<file path="src/rtl/bse_pkg.sv">
// Shared types, codes and helper functions for the spaced bitmap expander.
// Used by every module in rtl; depends on nothing.
package bse_pkg;

   localparam int unsigned ROWS_PER_WORD = 64;
   localparam int unsigned IDX_W         = $clog2(ROWS_PER_WORD);
   localparam int unsigned ROW_W         = 31;
   localparam int unsigned BASE_W        = 32;
   localparam int unsigned VALUE_W       = 32;
   localparam int unsigned REQ_DATA_W    = 96;
   localparam int unsigned RSP_DATA_W    = 96;
   localparam int unsigned RSP_USER_W    = 3;

   typedef enum logic {
      KIND_WORD  = 1'b0,
      KIND_VALUE = 1'b1
   } kind_type;

   typedef enum logic [1:0] {
      ST_OK      = 2'd0,
      ST_NO_BIT  = 2'd1,
      ST_BEYOND  = 2'd2,
      ST_DROPPED = 2'd3
   } status_type;

   typedef struct packed {
      kind_type                   kind;
      logic [ROWS_PER_WORD-1:0]   mask_word;
      logic [VALUE_W-1:0]         value;
   } req_type;

   typedef struct packed {
      logic                 write_valid;
      logic [ROW_W-1:0]     position;
      logic [VALUE_W-1:0]   data;
      logic                 need_word;
      logic [ROW_W-1:0]     values_used;
      status_type           status;
   } rsp_type;

   // Index of the lowest set bit: isolate it, then OR in the index of each hit.
   function automatic logic [IDX_W-1:0] lowest_index(input logic [ROWS_PER_WORD-1:0] w);
      logic [ROWS_PER_WORD-1:0] iso;
      logic [IDX_W-1:0]         idx;
      iso = w & (~w + {{(ROWS_PER_WORD-1){1'b0}}, 1'b1});
      idx = '0;
      for (int i = 0; i < ROWS_PER_WORD; i++) begin
         if (iso[i]) begin
            idx = idx | IDX_W'(i);
         end
      end
      return idx;
   endfunction

endpackage

</file>
<file path="src/rtl/bse_req_stage.sv">
// Input register of the spaced bitmap expander: captures one request.
// Depends on bse_pkg.
module bse_req_stage (
   input  logic             clock,
   input  logic             reset,
   input  logic             load,
   input  bse_pkg::req_type req_in,
   input  logic             drain,
   output logic             valid,
   output bse_pkg::req_type req_out
);
   import bse_pkg::*;

   logic    valid_ff, valid_in;
   req_type req_ff,   req_in_d;

   // Hold until drained, load when a new request arrives
   always_comb begin
      valid_in = load | (valid_ff & ~drain);
      req_in_d = load ? req_in : req_ff;
   end

   always_ff @(posedge clock) begin
      if (reset) begin
         valid_ff <= 1'b0;
      end else begin
         valid_ff <= valid_in;
      end
      req_ff <= req_in_d;
   end

   assign valid   = valid_ff;
   assign req_out = req_ff;

endmodule

</file>
<file path="src/rtl/bse_step.sv">
// Run state and step logic of the spaced bitmap expander.
// Depends on bse_pkg.
module bse_step (
   input  logic                    clock,
   input  logic                    reset,
   input  logic                    fire,
   input  bse_pkg::req_type        req,
   input  logic                    csr_write,
   input  logic [bse_pkg::ROW_W-1:0] csr_value,
   output bse_pkg::rsp_type        rsp
);
   import bse_pkg::*;

   logic [ROW_W-1:0]         total_ff,   total_in;
   logic [ROWS_PER_WORD-1:0] pending_ff, pending_in;
   logic [ROW_W-1:0]         word_base_ff, word_base_in;
   logic [BASE_W-1:0]        next_base_ff, next_base_in;
   logic [ROW_W-1:0]         placed_ff,  placed_in;

   logic                     beyond;
   logic [BASE_W-1:0]        left;
   logic [ROWS_PER_WORD-1:0] keep_mask;
   logic [ROWS_PER_WORD-1:0] word_masked;
   logic [IDX_W-1:0]         idx;
   logic [ROW_W-1:0]         pos;

   // Word range check and tail mask
   always_comb begin
      beyond      = next_base_ff >= {1'b0, total_ff};
      left        = {1'b0, total_ff} - next_base_ff;
      keep_mask   = (left < BASE_W'(ROWS_PER_WORD)) ? ~({ROWS_PER_WORD{1'b1}} << left[IDX_W-1:0])
                                                    : {ROWS_PER_WORD{1'b1}};
      word_masked = req.mask_word & keep_mask;
      idx         = lowest_index(pending_ff);
      pos         = word_base_ff + ROW_W'(idx);
   end

   // Advance the run state and form the result
   always_comb begin
      total_in     = total_ff;
      pending_in   = pending_ff;
      word_base_in = word_base_ff;
      next_base_in = next_base_ff;
      placed_in    = placed_ff;
      rsp          = '0;
      rsp.status   = ST_OK;
      if (req.kind == KIND_WORD) begin
         if (beyond) begin
            rsp.status = ST_BEYOND;
         end else begin
            if (pending_ff != '0) begin
               rsp.status = ST_DROPPED;
            end
            pending_in   = word_masked;
            word_base_in = next_base_ff[ROW_W-1:0];
            next_base_in = next_base_ff + BASE_W'(ROWS_PER_WORD);
         end
      end else begin
         if (pending_ff == '0) begin
            rsp.status = ST_NO_BIT;
         end else begin
            rsp.write_valid = 1'b1;
            rsp.position    = pos;
            rsp.data        = req.value;
            pending_in      = pending_ff & (pending_ff - {{(ROWS_PER_WORD-1){1'b0}}, 1'b1});
            placed_in       = placed_ff + {{(ROW_W-1){1'b0}}, 1'b1};
         end
      end
      rsp.need_word   = (pending_in == '0);
      rsp.values_used = placed_in;
      // Drop the step and restart the run on a register write
      if (!fire) begin
         pending_in   = pending_ff;
         word_base_in = word_base_ff;
         next_base_in = next_base_ff;
         placed_in    = placed_ff;
      end
      if (csr_write) begin
         total_in     = csr_value;
         pending_in   = '0;
         word_base_in = '0;
         next_base_in = '0;
         placed_in    = '0;
      end
   end

   always_ff @(posedge clock) begin
      if (reset) begin
         total_ff     <= '0;
         pending_ff   <= '0;
         word_base_ff <= '0;
         next_base_ff <= '0;
         placed_ff    <= '0;
      end else begin
         total_ff     <= total_in;
         pending_ff   <= pending_in;
         word_base_ff <= word_base_in;
         next_base_ff <= next_base_in;
         placed_ff    <= placed_in;
      end
   end

   // A word past the end leaves the run untouched
   assert property (@(posedge clock) disable iff (reset)
      fire && !csr_write && rsp.status == ST_BEYOND |=> $stable(pending_ff) && $stable(next_base_ff))
      else $error("word beyond length changed run state");

   // Placed count moves only with a scatter write
   assert property (@(posedge clock) disable iff (reset)
      !csr_write && !(fire && rsp.write_valid) |=> $stable(placed_ff))
      else $error("placed count moved without a write");

endmodule

</file>
<file path="src/rtl/bitmap_spaced_expand_top.sv">
// Top level of the spaced bitmap expander: stream ports, result register.
// Depends on bse_pkg, bse_req_stage and bse_step.
//
// Takes one request per cycle unless the response side stalls: a 64-bit bitmap word or
// a dense 32-bit value, and returns exactly one response per request, through the input
// register and then the result register. The rate of one request per cycle is set by
// the run-state loop in bse_step: a 64-bit lowest-set-bit encode, the bit
// clear and the base-row add close with no register between them. Writing total_bits on
// the csr port restarts the run; write it only while no request is in flight.
module bitmap_spaced_expand_top (
   input  logic                                 clock,
   input  logic                                 reset,
   // request: tuser = kind
   input  logic                                 req_tvalid,
   output logic                                 req_tready,
   input  logic [bse_pkg::REQ_DATA_W-1:0]       req_tdata,  // mask_word[63:0], value[95:64]
   input  logic                                 req_tuser,  // kind[0]
   // response
   output logic                                 rsp_tvalid,
   input  logic                                 rsp_tready,
   // position[30:0], data[62:31], need_word[63], values_used[94:64], zero[95]
   output logic [bse_pkg::RSP_DATA_W-1:0]       rsp_tdata,
   output logic [bse_pkg::RSP_USER_W-1:0]       rsp_tuser,  // write_valid[0], status[2:1]
   // register write: total_bits
   input  logic                                 csr_valid,
   output logic                                 csr_ready,
   input  logic [bse_pkg::ROW_W-1:0]            csr_data
);
   import bse_pkg::*;

   logic    stage_valid;
   req_type stage_req;
   req_type req_word;
   logic    advance;
   logic    accept;
   rsp_type step_rsp;
   rsp_type rsp_ff,       rsp_in;
   logic    rsp_valid_ff, rsp_valid_in;

   // Unpack the request
   always_comb begin
      req_word.kind      = kind_type'(req_tuser);
      req_word.mask_word = req_tdata[ROWS_PER_WORD-1:0];
      req_word.value     = req_tdata[ROWS_PER_WORD +: VALUE_W];
   end

   // Move a request into the result register when it has room
   assign advance    = stage_valid & (~rsp_valid_ff | rsp_tready);
   assign req_tready = ~stage_valid | advance;
   assign accept     = req_tvalid & req_tready;
   assign csr_ready  = 1'b1;

   bse_req_stage u_req_stage (
      .clock   (clock),
      .reset   (reset),
      .load    (accept),
      .req_in  (req_word),
      .drain   (advance),
      .valid   (stage_valid),
      .req_out (stage_req)
   );

   bse_step u_step (
      .clock     (clock),
      .reset     (reset),
      .fire      (advance),
      .req       (stage_req),
      .csr_write (csr_valid & csr_ready),
      .csr_value (csr_data),
      .rsp       (step_rsp)
   );

   // Result register
   always_comb begin
      rsp_valid_in = advance | (rsp_valid_ff & ~rsp_tready);
      rsp_in       = advance ? step_rsp : rsp_ff;
   end

   always_ff @(posedge clock) begin
      if (reset) begin
         rsp_valid_ff <= 1'b0;
      end else begin
         rsp_valid_ff <= rsp_valid_in;
      end
      rsp_ff <= rsp_in;
   end

   // Pack the response
   assign rsp_tvalid = rsp_valid_ff;
   assign rsp_tdata  = {1'b0, rsp_ff.values_used, rsp_ff.need_word, rsp_ff.data, rsp_ff.position};
   assign rsp_tuser  = {rsp_ff.status, rsp_ff.write_valid};

   // Back-pressure only when both stages are full and the response is stalled
   assert property (@(posedge clock) disable iff (reset)
      !req_tready |-> rsp_tvalid && stage_valid && !rsp_tready)
      else $error("request stalled without a full pipeline");

   // A scatter write always carries status ok
   assert property (@(posedge clock) disable iff (reset)
      rsp_tvalid && rsp_ff.write_valid |-> rsp_ff.status == ST_OK)
      else $error("write with non-ok status");

   // A value without a pending bit writes nothing and leaves nothing pending
   assert property (@(posedge clock) disable iff (reset)
      rsp_tvalid && rsp_ff.status == ST_NO_BIT |-> !rsp_ff.write_valid && rsp_ff.need_word)
      else $error("bad response for value without pending bit");

endmodule

</file>
<file path="config.mk">
export PLATFORM = sky130hd
export DESIGN_NAME = bitmap_spaced_expand_top
export DESIGN_NICKNAME = d
export VERILOG_FILES = /design/src/rtl/bse_pkg.sv /design/src/rtl/bse_req_stage.sv /design/src/rtl/bse_step.sv /design/src/rtl/bitmap_spaced_expand_top.sv
export SDC_FILE = /design/constraint.sdc
export NUM_CORES = 1
export LEC_CHECK = 0
export BUFFER_PORTS_ARGS = -buffer_cell sky130_fd_sc_hd__buf_2
export CORE_ASPECT_RATIO = 0.75
export CORE_UTILIZATION = 50
export CTS_BUF_LIST = sky130_fd_sc_hd__clkbuf_8
export CTS_CLUSTER_SIZE = 20
export DETAILED_ROUTE_END_ITERATION = 16
export PLACE_DENSITY = 0.7
export SLEW_MARGIN = 20
export SYNTH_ARGS = -nofsm -noshare
export SYNTH_HDL_FRONTEND = slang
export SYNTH_SLANG_ARGS = --single-unit
</file>
<file path="constraint.sdc">
create_clock -name clock -period 10.71 [get_ports clock]
set_input_delay 0.5355 -clock clock [delete_from_list [all_inputs] [get_ports clock]]
set_output_delay 0.5355 -clock clock [all_outputs]
set_load 0.005 [all_outputs]
</file>
### Word level (Yosys, flattened, before mapping)

Cells that the tools add are included.

| word-level totals | value |
|---|---|
| bits of input ports | 133 |
| output and inout port bits | 102 |
| bits in registers | 386 |
| word-level logic and storage cells | 135 |

| operators by class | value |
|---|---|
| reduce and logical (&&, ||, !) cells | 5 |
| muxes and demuxes | 86 |
| $lt $le $gt $ge | 2 |
| shifts and indexed selects | 1 |
| bitwise gates (word level) | 18 |
| $add $sub $neg | 6 |
| equal/unequal tests | 1 |

Operator list:

| cell | number |
|---|---|
| $mux W64 | 8 |
| $and A64 B64 Y64 | 3 |
| $mux W6 | 32 |
| $mux W31 | 5 |
| $logic_not A64 Y1 | 2 |
| $not A64 Y64 | 2 |
| $mux W5 | 16 |
| $add A64 B1 Y64 const B | 1 |
| $mux W32 | 2 |
| $reduce_bool A64 Y1 | 1 |
| $shl A64 B6 Y64 const A | 1 |
| $sub A64 B1 Y64 const B | 1 |
| $add A32 B7 Y32 const B | 1 |
| $ge A32 B31 Y1 | 1 |
| $lt A32 B7 Y1 const B | 1 |
| $mux W4 | 8 |
| $sub A31 B32 Y32 | 1 |
| $add A31 B1 Y31 const B | 1 |
| $add A31 B6 Y31 | 1 |
| $mux W2 | 9 |
| $mux W3 | 4 |
| $not A1 Y1 | 5 |
| $and A1 B1 Y1 | 4 |
| $or A1 B1 Y1 | 4 |
| 4 further kinds | 5 |

### Depth between registers and ports, before layout

| logic depth | value |
|---|---|
| depth in word-level cells | 69 |
| mapped depth | 18 |
| gate-level depth less buffers | 16 |

### Modules after synthesis

A second synthesis with hierarchy kept.

| unflattened totals | value |
|---|---|
| cells, all modules | 2,092 |
| area total of the unflattened synthesis | 19,296.0 sq um |

Modules (own cells, without submodules):

| module | cells each | area an instance (sq um) | seq. area each (sq um) | instances |
|---|---|---|---|---|
| bse_step | 1,883 | 13,317.8 | 3,543.4 | 1 |
| bitmap_spaced_expand_top | 108 | 3,026.7 | 2,962.8 | 1 |
| bse_req_stage | 101 | 2,951.6 | 2,932.8 | 1 |

### Worst setup path after synthesis

OpenSTA, ideal clock, no wires.

| timing path | value |
|---|---|
| path type | input to register |
| start point | input rsp_tready |
| end point | register rsp_ff, in the netlist rsp_tdata[0], enable pin |
| path slack | 6,251 ps |
| stages | 5 |
| path buffers | 2 |
| setup time | 501 ps |
| required time | 10,209 ps |
| data arrival time | 3,959 ps |
| path through | nor2b_1 nand2b_1 inv_1 clkbuf_1 clkbuf_1 |

| between the ends | value |
|---|---|
| word-level cells in the longest chain between the ends | 2 |

Ends and longest elaborated chain:

| element | RTL line | text |
|---|---|---|
| from (decl) | bitmap_spaced_expand_top.sv:20 | `input logic rsp_tready,` |
| $or A1 B1 Y1 | bitmap_spaced_expand_top.sv:48 | `assign advance = stage_valid & (~rsp_valid_ff \| rsp_tready);` |
| $and A1 B1 Y1 | bitmap_spaced_expand_top.sv:48 |  |
| via advance | bitmap_spaced_expand_top.sv:34 | `logic advance;` |
| to (signal assigned) | bitmap_spaced_expand_top.sv:85 | `rsp_ff <= rsp_in;` |
| to (decl) | bitmap_spaced_expand_top.sv:37 | `rsp_type rsp_ff, rsp_in;` |

The timed path passes the listed nets, and every way through them passes these cells.
A chain may end at the register's enable or synchronous reset.

==> impl_metrics.toml <==
[status]
status = "finished clean"

[clock_tree]
cts-buffers-inserted = 58
holdBufCountCts = 0
cts_max_level = 2
cts_setup_buffers = 0
post_cts_resized = 0
clock-sinks = 374
cts_root_buf = "clkbuf_8"
tritoncts = "yes"
clkTransAtPathRegs_ps = 70
clockBufferDepth = 3
clock_latency_ps = 660

[sta]
min_period_over_period_pct = 51.7
setup_tns_ps = 0
finalSetupViolCount = 0
clock_skew_ps = 34.3
slew-limit-headroom_pct = 22.6
period_needed_ps = 5540
finalHoldViolCount = 0
tightestPinTransition_ps = 1150
fmax_mhz = 180
finalMaxSlewViolations = 0
rsz0062_at_grt = "false"

[global_routing]
grt_first_pass_wirelength_um = 88500
globalRouteMet3Util_pct = 10.5
busiest_layer = "met1"
antenna_found_initial = 0
use_met2_pct = 39.7
grt_util_met1_pct = 45.2
grt_overflow = 0
grt_util_all_layers_pct = 30.1
grt_max_degree = 91
grt_pass1_vias = 15138

[floorplanning]
num_io_pins = 235
dieArea_um2 = 38700
core_region_area_um2 = 37200
initial_core_util_pct = 50.9
dieWidth_um = 227
num_rows = 61
die_h_um = 171

[route]
wl_um = 59200
drc_errors = 0
num_vias = 16813
ant_nets = 0
drtPass1Iterations = 8
drt-initial-drc-count = 2171
vias_per_cell = 6.05
avgRoutedWirePerCell_um = 21.3

[pwr]
power_density_nw_per_um2 = 155
peakVddDrop_mv = 0.104
p_leak_nw = 8.17

[layout]
drive_gt1_share_pct = 16.4
synthToLayoutAreaGrowth_pct = 13.5
regArea_um2 = 9440
n_fill_cell = 3362
multi_input_area_um2 = 8840
n_antenna_cell = 0
nNetsFinal = 2386
fin_cells = 2779

[worst_setup_path]
end_kind = "flip-flop"
arrival_ps = 6060
worst-endpoint-required_ps = 11230
crit_family = "compound AO/OA/AOI/OAI gates"
worst-path-max-fanout = 88
critPathSlowestCell = "o21ai_0"
path_cells = "inv_1 -> ha_1 -> nand2_1 -> o2bb2ai_1 -> o21ai_1 -> a21oi_1 -> a32o_4 -> buf_4 -> o21ai_0 -> o21ai_0 -> nand4_1 -> nor4_1 -> nand4_1 -> nor2_1"
path_buf_inv = 2
path_class = "reg2reg"
slowest_delay_ps = 730
start_kind = "flip-flop"

[run]
maxCapViolations = 0

[synth]
yosysWarnings = 0
syn_nets = 2199
seq_area_frac_synth_pct = 49.9
synth_seq_cells = 374
synth_edf_count = 195
ys_types = 87
synth-main-ff-cell = "edfxtp_1"
synthTopCellsByArea = "edfxtp_1 31%, dfxtp_1 19%, nand2_1 5.1%, nor2_1 4.7%, a21oi_1 3.8%"
async_flop_share_pct = 0
synth_top_area_share_pct = 30.9
yosysMostFrequentCell = "nand2_1"
syn_area_um2 = 18900
avgSynthCellArea_um2 = 9.29
synth_common_cells = "258 x nand2_1, 237 x nor2_1, 195 x edfxtp_1"
yosys.area.top_type = "edfxtp_1"
synth_cells = 2038

[placement]
finalWeightedCongestion = 1.02
dpl.hpwl_um = 43000
numPortBuffers = 232
place_inst = 2669

[min_path]
hold_path_class = "in2reg"
[cell usage in the layout, fill, tap and decap left out, types with 39 or more instances in the layout]
cell type  count
dfxtp_1      179
inv_1         81
and2_1        74
edfxtp_1     195
nor3_1        45
nor2_1       236
nand3_1       54
buf_2        232
nand2_1      257
mux2i_1       39
a21oi_1      144
o21ai_0      113
clkbuf_8      62
xnor2_1       52
[metrics by stage]
| step | hold slack, ps | setup WS, ps | utilization, % | power, mW | cell area, um2 |
|---|---|---|---|---|---|
| 6_report | 57.2 | 5170 | 57.8 | 3.33 | 21500 |
| 2_1_floorplan | 432 | 6250 | - | 2.02 | 18900 |
| 4_1_cts | 29.7 | 5420 | 57.8 | 3.33 | 21500 |
| 3_5_place_dp | 444 | 5420 | 54.9 | 2.23 | 20400 |
| 3_3_place_gp | 439 | 5480 | 54.9 | 2.23 | 20400 |
| 5_1_grt | 27.6 | 5050 | 57.8 | 3.47 | 21500 |
[power breakdown]
part	internal [mW]	leakage, nW	total, mW	switching (mW)
Combinational	0.195	4.21	0.619	0.424
Sequential	1.57	3.31	1.60	0.0338
Clock	0.540	0.655	1.11	0.567
Total	2.31	8.17	3.33	1.03
[path summary, 6_finish.rpt]
check / from / to / slack (ps) / depth (start not counted)
worst max-delay path: u_step.next_base_ff[11] / rsp_tdata[63] / 5170 / 14
worst min-delay path: req_tdata[54] / u_req_stage.req_out[86] / 60 / 1
worst max register to register: u_step.next_base_ff[11] / rsp_tdata[63] / 5170 / 14
worst min register to register: u_step.word_base_ff[6] / u_step.word_base_ff[6] / 450 / 2
[sequential cells by signal (all words and copies together), names as in the netlist]
signal / cells
u_step.word_base_ff: 25
rsp_tuser: 3
u_step.pending_ff: 64
u_step.total_ff: 31
u_step.placed_ff: 31
u_req_stage.req_out: 97
rsp_tvalid: 1
rsp_tdata: 95
u_req_stage.valid: 1
u_step.next_base_ff: 26
[kinds of logic after synthesis]
logic type / Yosys count / synth area share (%)
mux: 42 / 2.24
simple gates: 844 / 21.6
compound gates: 483 / 16.6
buf+inv: 178 / 3.75
fa+ha+maj: 28 / 1.89
other cells: 2 / 0.0397
flops: 374 / 49.9
xor+xnor: 87 / 4.02
[layer usage]
metal  routed length, um  vias to the layer above
met5                   0                        -
met4                1490                        0
met3                7610                      134
met2               23100                      950
met1               27000                     7940
li1                    -                     7789
[area by class of cell]
cell class | instances | share of cell area (%)
clock buffers | 62 | 3.97
clock inverters | 48 | 1.04
inverters | 58 | 1.04
multi-input cells | 1486 | 41.1
flip-flops and latches | 374 | 43.9
well taps | 504 | 2.94
repair buffers | 247 | 5.93
Note: power is estimated with default switching activity, not from simulation.
